[config.mk]
export PLATFORM = sky130hd
export DESIGN_NAME = bcft_slot_tbl
export DESIGN_NICKNAME = d
export VERILOG_FILES = /design/src/rtl/bcft_pkg.sv /design/src/rtl/bcft_slot_tbl.sv
export SDC_FILE = /design/constraint.sdc
export NUM_CORES = 1
export LEC_CHECK = 0
export ABC_AREA = 1
export BUFFER_PORTS_ARGS = -buffer_cell sky130_fd_sc_hd__clkbuf_2
export CORE_ASPECT_RATIO = 1.1
export CORE_MARGIN = 5
export CORE_UTILIZATION = 45
export DETAILED_ROUTE_END_ITERATION = 16
export SLEW_MARGIN = 20
export SYNTH_ARGS = -nofsm -noshare
export SYNTH_HDL_FRONTEND = slang
export SYNTH_SLANG_ARGS = --single-unit
[constraint.sdc]
create_clock -name i_clk -period 3 [get_ports i_clk]
set_clock_uncertainty 0.15 [all_clocks]
set_input_delay 0.15 -clock i_clk [delete_from_list [all_inputs] [get_ports i_clk]]
set_output_delay 0.15 -clock i_clk [all_outputs]
set_load 0.03 [all_outputs]
[src/rtl/bcft_pkg.sv]
`timescale 1ns / 1ps
// ----------------------------------------------------------------------------
// bcft_pkg
// Shared types and constants for the block chain file table.
// ----------------------------------------------------------------------------
package bcft_pkg;

    // Storage geometry.
    localparam int STORE_BLOCKS = 4096;
    localparam int FILE_SLOTS   = 16;
    localparam int MAX_RUN      = 16;

    localparam int IDX_W  = $clog2(STORE_BLOCKS);
    localparam int LINK_W = $clog2(STORE_BLOCKS + 1);
    localparam int SLOT_W = (FILE_SLOTS > 1) ? $clog2(FILE_SLOTS) : 1;
    localparam int RUN_W  = (MAX_RUN > 1) ? $clog2(MAX_RUN) : 1;

    // Field widths of the command and result beats.
    localparam int FUNC_W  = 3;
    localparam int ID_W    = 16;
    localparam int CNT_W   = 5;
    localparam int POS_W   = 12;
    localparam int ST_W    = 3;
    localparam int BIDX_W  = 12;
    localparam int ADDR_W  = 32;
    localparam int OWNER_W = 17;
    localparam int BLOCK_SHIFT = 9;

    localparam logic [LINK_W-1:0]  NULL_LINK = LINK_W'(STORE_BLOCKS);
    localparam logic [OWNER_W-1:0] NO_OWNER  = '1;

    typedef enum logic [FUNC_W-1:0] {
        FN_CREATE = 3'd0,
        FN_OPEN   = 3'd1,
        FN_CLOSE  = 3'd2,
        FN_APPEND = 3'd3,
        FN_REMOVE = 3'd4,
        FN_SEEK   = 3'd5
    } t_func;

    typedef enum logic [ST_W-1:0] {
        ST_OK       = 3'd0,
        ST_NOSPACE  = 3'd1,
        ST_NOTFOUND = 3'd2,
        ST_NOPERM   = 3'd3,
        ST_FULL     = 3'd4,
        ST_EXISTS   = 3'd5,
        ST_RANGE    = 3'd6
    } t_status;

    // Write request into the file slot table.
    typedef struct packed {
        logic               create;
        logic               set_owner;
        logic               set_first;
        logic               clear;
        logic [SLOT_W-1:0]  idx;
        logic [ID_W-1:0]    key;
        logic [OWNER_W-1:0] owner;
        logic [LINK_W-1:0]  first;
    } t_slot_wr;

    // Lookup answer from the file slot table.
    typedef struct packed {
        logic               hit;
        logic [SLOT_W-1:0]  hit_idx;
        logic               free_ok;
        logic [SLOT_W-1:0]  free_idx;
        logic [OWNER_W-1:0] owner;
        logic [LINK_W-1:0]  first;
    } t_slot_rd;

    // One result beat.
    typedef struct packed {
        logic [ST_W-1:0]   status;
        logic [BIDX_W-1:0] index;
        logic [ADDR_W-1:0] addr;
        logic              last;
    } t_result;

endpackage

[src/rtl/bcft_slot_tbl.sv]
`timescale 1ns / 1ps
// ----------------------------------------------------------------------------
// bcft_slot_tbl
// File slot table: identifier, owner and first block per file, with a key
// search and a lowest-free-slot search.
// ----------------------------------------------------------------------------
module bcft_slot_tbl (
    input  logic                       i_clk,
    input  logic                       i_rst_n,
    input  logic [bcft_pkg::ID_W-1:0]  i_key,
    input  bcft_pkg::t_slot_wr         i_wr,
    output bcft_pkg::t_slot_rd         o_rd
);

    logic [bcft_pkg::FILE_SLOTS-1:0] r_valid;
    logic [bcft_pkg::ID_W-1:0]       r_key   [bcft_pkg::FILE_SLOTS];
    logic [bcft_pkg::OWNER_W-1:0]    r_owner [bcft_pkg::FILE_SLOTS];
    logic [bcft_pkg::LINK_W-1:0]     r_first [bcft_pkg::FILE_SLOTS];

    logic                        hit;
    logic                        free_ok;
    logic [bcft_pkg::SLOT_W-1:0] hit_idx;
    logic [bcft_pkg::SLOT_W-1:0] free_idx;

    // Key match and lowest free slot, both in priority order.
    always_comb begin
        hit      = 1'b0;
        free_ok  = 1'b0;
        hit_idx  = '0;
        free_idx = '0;
        for (int s = bcft_pkg::FILE_SLOTS - 1; s >= 0; s--) begin
            if (r_valid[s] && r_key[s] == i_key) begin
                hit     = 1'b1;
                hit_idx = bcft_pkg::SLOT_W'(s);
            end
            if (!r_valid[s]) begin
                free_ok  = 1'b1;
                free_idx = bcft_pkg::SLOT_W'(s);
            end
        end
    end

    assign o_rd.hit      = hit;
    assign o_rd.hit_idx  = hit_idx;
    assign o_rd.free_ok  = free_ok;
    assign o_rd.free_idx = free_idx;
    assign o_rd.owner    = r_owner[hit_idx];
    assign o_rd.first    = r_first[hit_idx];

    // Valid bits are cleared by reset.
    always_ff @(posedge i_clk) begin
        if (!i_rst_n) begin
            r_valid <= '0;
        end else if (i_wr.create) begin
            r_valid[i_wr.idx] <= 1'b1;
        end else if (i_wr.clear) begin
            r_valid[i_wr.idx] <= 1'b0;
        end
    end

    // Slot contents need no reset.
    always_ff @(posedge i_clk) begin
        if (i_wr.create) begin
            r_key[i_wr.idx]   <= i_wr.key;
            r_owner[i_wr.idx] <= bcft_pkg::NO_OWNER;
            r_first[i_wr.idx] <= bcft_pkg::NULL_LINK;
        end
        if (i_wr.set_owner) begin
            r_owner[i_wr.idx] <= i_wr.owner;
        end
        if (i_wr.set_first) begin
            r_first[i_wr.idx] <= i_wr.first;
        end
    end

endmodule

; ---- After elaboration in Yosys (flattened, before gate mapping)
; Memories as Yosys holds them, arrays and structs flattened.
; Index checks and enable logic that the tools add are counted.
[totals]
wordCells = 121
rom_bits = 0
output_inout_bits = 40
mem_count = 3
ff_bits = 16
latchBits = 0
input_bits = 72
mem_bits_rw = 736
[mem_list]
columns = memory, depth, word_bits, rd, rd_ports_with_merged_regs, write_ports, line_no
row1 = r_owner, 16, 17, 1, 0, 1, bcft_slot_tbl.sv:17  ; logic [bcft_pkg::OWNER_W-1:0] r_owner [bcft_pkg::FILE_SLOTS];
row2 = r_key, 16, 16, 16, 0, 1, bcft_slot_tbl.sv:16  ; logic [bcft_pkg::ID_W-1:0] r_key [bcft_pkg::FILE_SLOTS];
row3 = r_first, 16, 13, 1, 0, 1, bcft_slot_tbl.sv:18  ; logic [bcft_pkg::LINK_W-1:0] r_first [bcft_pkg::FILE_SLOTS];
[op_classes]
div = 0
n_bitwise = 5
n_reduce_logical = 18
shift = 0
eq_ne = 16
order_cmp = 2
n_mul = 0
n_mux = 76
n_addsub = 0
[ops]
columns = cell, count
row1 = $eq A16 B16 Y1, 16
row2 = $mux W4, 32
row3 = $mux W1, 39
row4 = $mux W16, 2
row5 = $logic_and A1 B1 Y1, 17
row6 = $mux W17, 1
row7 = $and A16 B16 Y16, 1
row8 = $not A16 Y16, 1
row9 = $or A16 B16 Y16, 1
row10 = $mux W13, 1
row11 = $lt A4 B5 Y1 const B, 1
row12 = $demux W1 S4, 1
row13 = $ge A4 B1 Y1 const B, 1
row14 = $or A1 B1 Y1, 2
row15 = $reduce_bool A2 Y1, 1

; ---- Depth between registers and ports, before layout
; An unclocked memory read counts as a cell.
[depth]
depth_word = 19
mapped_depth = 32
mapped_depth_nobuf = 30

; ---- Least setup slack after synthesis
; No wires, ideal clock.
[synth_timing]
kind = input to output
start = input port i_key[4] in the netlist's numbering
end = output port o_rd[25] in the netlist's numbering
required_time_ns = 2.700
stages = 14
setup_slack_ns = 0.064
path_buffers = 3
t_arrival_ns = 2.636
cell_sequence = buf_6 buf_6 xor2_1 or4_1 a2111oi_2 nand4_1 nand2_1 nor2_1 nand2_2 inv_2 clkbuf_1 nand3_1 nand3_1 nand2_1
[synth_rtl]
columns = item, line_no
row1 = "start, declared", bcft_slot_tbl.sv:10  ; input logic [bcft_pkg::ID_W-1:0] i_key,
row2 = "end, declared", bcft_slot_tbl.sv:12  ; output bcft_pkg::t_slot_rd o_rd

==> impl_metrics.json <==
{
  "comb_power_share_pct": 5.3,
  "wirelength_mm": 102,
  "cp.arrival_ns": 3.70,
  "power.density_mw_per_mm2": 552,
  "grt.overflow.total": 0,
  "grt_pass1_vias": 23400,
  "grt_usage_pct": 25.1,
  "wl_per_cell_um": 23.6,
  "antenna_found_initial": 0,
  "clk_latency_ns": 0.64,
  "p_sw_share_pct": 21.8,
  "grt_start_max_net_pins": 73,
  "finalMaxSlewViolations": 0,
  "cts_sinks": 752,
  "cts_tree": "built",
  "antenna_left": 0,
  "clkPwrFrac_pct": 42.5,
  "pwr-share-seq_pct": 52.2,
  "place_inst": 4106,
  "initial_core_util_pct": 45.4,
  "synth_nets": 3021,
  "final_common_cell": "nand2_1",
  "synth_area_mm2": 0.0326,
  "rsz0062_at_grt": "true",
  "die_x_um": 266,
  "fin_tns_setup_ns": -30.89,
  "drtPass1Iterations": 5,
  "power_switching_w": 0.00497,
  "seq_area_frac_synth_pct": 68.9,
  "path_clk_slew_ns": 0.06,
  "antennaDiodeCount": 0,
  "fin_cells": 4315,
  "crit_type": "reg -> out",
  "worst_pin_slew_ns": 0.932,
  "htreeDepth": 3,
  "syn_inst": 2949,
  "worst_ep_required_time_ns": 2.70,
  "fin_crit_ns": 4.00,
  "leakagePower_nw": 16.2,
  "post-route-period-util_pct": 133,
  "place.gp.congestion": 0.937,
  "clockBufferDepth": 3,
  "fin_ws_ns": -1.00,
  "status": "complete, but fails checks",
  "holdWs_ns": 0.0199,
  "areaGrowthSynthToFinish_pct": 26.8,
  "cp-start-kind": "flip-flop",
  "drc_errors": 0,
  "dp.final_hpwl_mm": 61.8,
  "rows": 103,
  "critPathSlowestCell": "edfxtp_1",
  "synth.ff_latch_count": 752,
  "coreArea_mm2": 0.0718,
  "numCtsBuffers": 78,
  "vias": 24100,
  "relSlewSlack_pct": 37.6,
  "fillCellCount": 5770,
  "ys_warn_count": 0,
  "drive_gt1_share_pct": 23.7,
  "cts_root_buf": "clkbuf_16",
  "grt_first_pass_wirelength_mm": 148,
  "die_h_um": 292,
  "fin_nets": 3379,
  "ir_drop_uv": 526,
  "dpl_worst_slack_ns": -0.709,
  "worstPathMaxFanout": 8,
  "cp-end-kind": "output port",
  "finalSetupViolations": 35,
  "finalHoldViolations": 0,
  "fmax_mhz": 250,
  "die_area_mm2": 0.0778,
  "synth_area_per_cell_um2": 11.0,
  "intPower_w": 0.0178,
  "max-cap-violations": 0,
  "port_buffers": 111,
  "cpPeakStageDelay_ns": 0.41,
  "via_per_inst": 5.59,
  "min_path_type": "in -> reg",
  "synth_cell_types": 40,
  "layout_common_cells": "nand2_1, edfxtp_1, nand3_1, buf_4, nor2_1",
  "drt_iter0_markers": 2653,
  "power_w": 0.0228,
  "violations": "negative setup slack",
  "path_common_cell": "nand2_1",
  "top_level_ports": 112
}
## power groups by stage
stage,logic (W),registers [W],clock network [W]
after global routing,0.00128,0.0119,0.0102
after CTS,0.00116,0.0119,0.00978
after detailed placement,0.00111,0.0121,0
after global placement,0.00109,0.0121,0
final,0.00120,0.0119,0.00968
after floorplan,0.000526,0.0121,0
## sequential cells by signal (all words and copies together) (netlist names), named ones only
| signal | count |
|---|---|
| r_key | 256 |
| r_first | 208 |
| r_owner | 272 |
## cell families after synthesis
| family | count (synthesis) | synth area share (%) |
|---|---|---|
| simple gates | 1629 | 20.9 |
| flops | 752 | 68.9 |
| buf+inv | 298 | 4.44 |
| compound gates | 208 | 4.15 |
| xor+xnor | 62 | 1.67 |
## path summary, 6_finish.rpt
check	start	to	slack, ns	cells after the start
worst max-delay path	r_key[14][3]	o_rd[23]	-1.00	31
worst min-delay path	i_wr[44]	r_key[4][14]	0.02	1
worst max register to register	flip-flop	flip-flop	1.51	4
worst min register to register	flip-flop	flip-flop	0.38	2
## what timing repair did
item | CTS | global route
pin swaps | 37 | 86
setup endpoints to repair | 35 | 36
gates cloned | 12 | 16
hold endpoints to repair | 239 | 0
setup buffers | 16 | 5
gates resized for setup | 161 | 191
hold buffers | 19 | 0
## critical path, delay by kind of cell (launching register included)
| kind | cells | cell delay [ns] |
|---|---|---|
| AND/OR/NAND/NOR | 26 | 1.95 |
| AO/OA/AOI/OAI | 1 | 0.06 |
| flip-flops | 1 | 0.41 |
| buffers and inverters | 4 | 0.59 |
## layout make-up
type                       instances  area (um2)  share of cell area (%)
inverter                         132         513                    1.24
clock inverter                    46         422                    1.02
tap                              945        1180                    2.87
timing repair buffer             444        5060                    12.3
sequential                       752       22400                    54.3
clock buffer                      97        2110                    5.11
multi-input combinational       1899        9560                    23.2
## metal layers
metal | wire length (um) | vias to the layer above | global-route usage [%]
met5 | 0 | - | 0
met4 | 2980 | 0 | 7.57
met3 | 8170 | 182 | 3.86
met2 | 50300 | 1125 | 42.6
met1 | 40400 | 11900 | 33.7
li1 | - | 11000 | -
## cells in the mapped netlist (all sizes together)
library cell / count / area, um2
nand2: 1019 / 3840
edfxtp: 736 / 22100
nand3: 408 / 2040
nor2: 139 / 522
inv: 132 / 495
buf: 123 / 788
o21ai: 85 / 425
xor2: 49 / 429
clkbuf: 43 / 161
o22ai: 38 / 238
or2: 25 / 156
a221oi: 24 / 229
a21oi: 19 / 106
dfxtp: 16 / 320
nor4: 16 / 100
nand4: 13 / 81.3
xnor2: 13 / 114
a211oi: 10 / 75.1
a22o: 10 / 87.6
o2111ai: 8 / 70.1
nor3: 7 / 35.0
a2111oi: 3 / 32.5
a221o: 3 / 30.0
a21boi: 2 / 15.0
a31oi: 2 / 12.5
o211ai: 2 / 15.0
nand3b: 1 / 7.51
o21bai: 1 / 7.51
o221ai: 1 / 8.76
or4: 1 / 7.51
## through the flow
| step | util (%) | instance area, um2 |
|---|---|---|
| after floorplan | - | 32600 |
| after global placement | 50.6 | 36300 |
| after detailed placement | 50.6 | 36300 |
| after CTS | 56.0 | 40200 |
| after global routing | 57.5 | 41300 |
| final | 57.5 | 41300 |
Note: power is estimated with default switching activity, not from simulation.
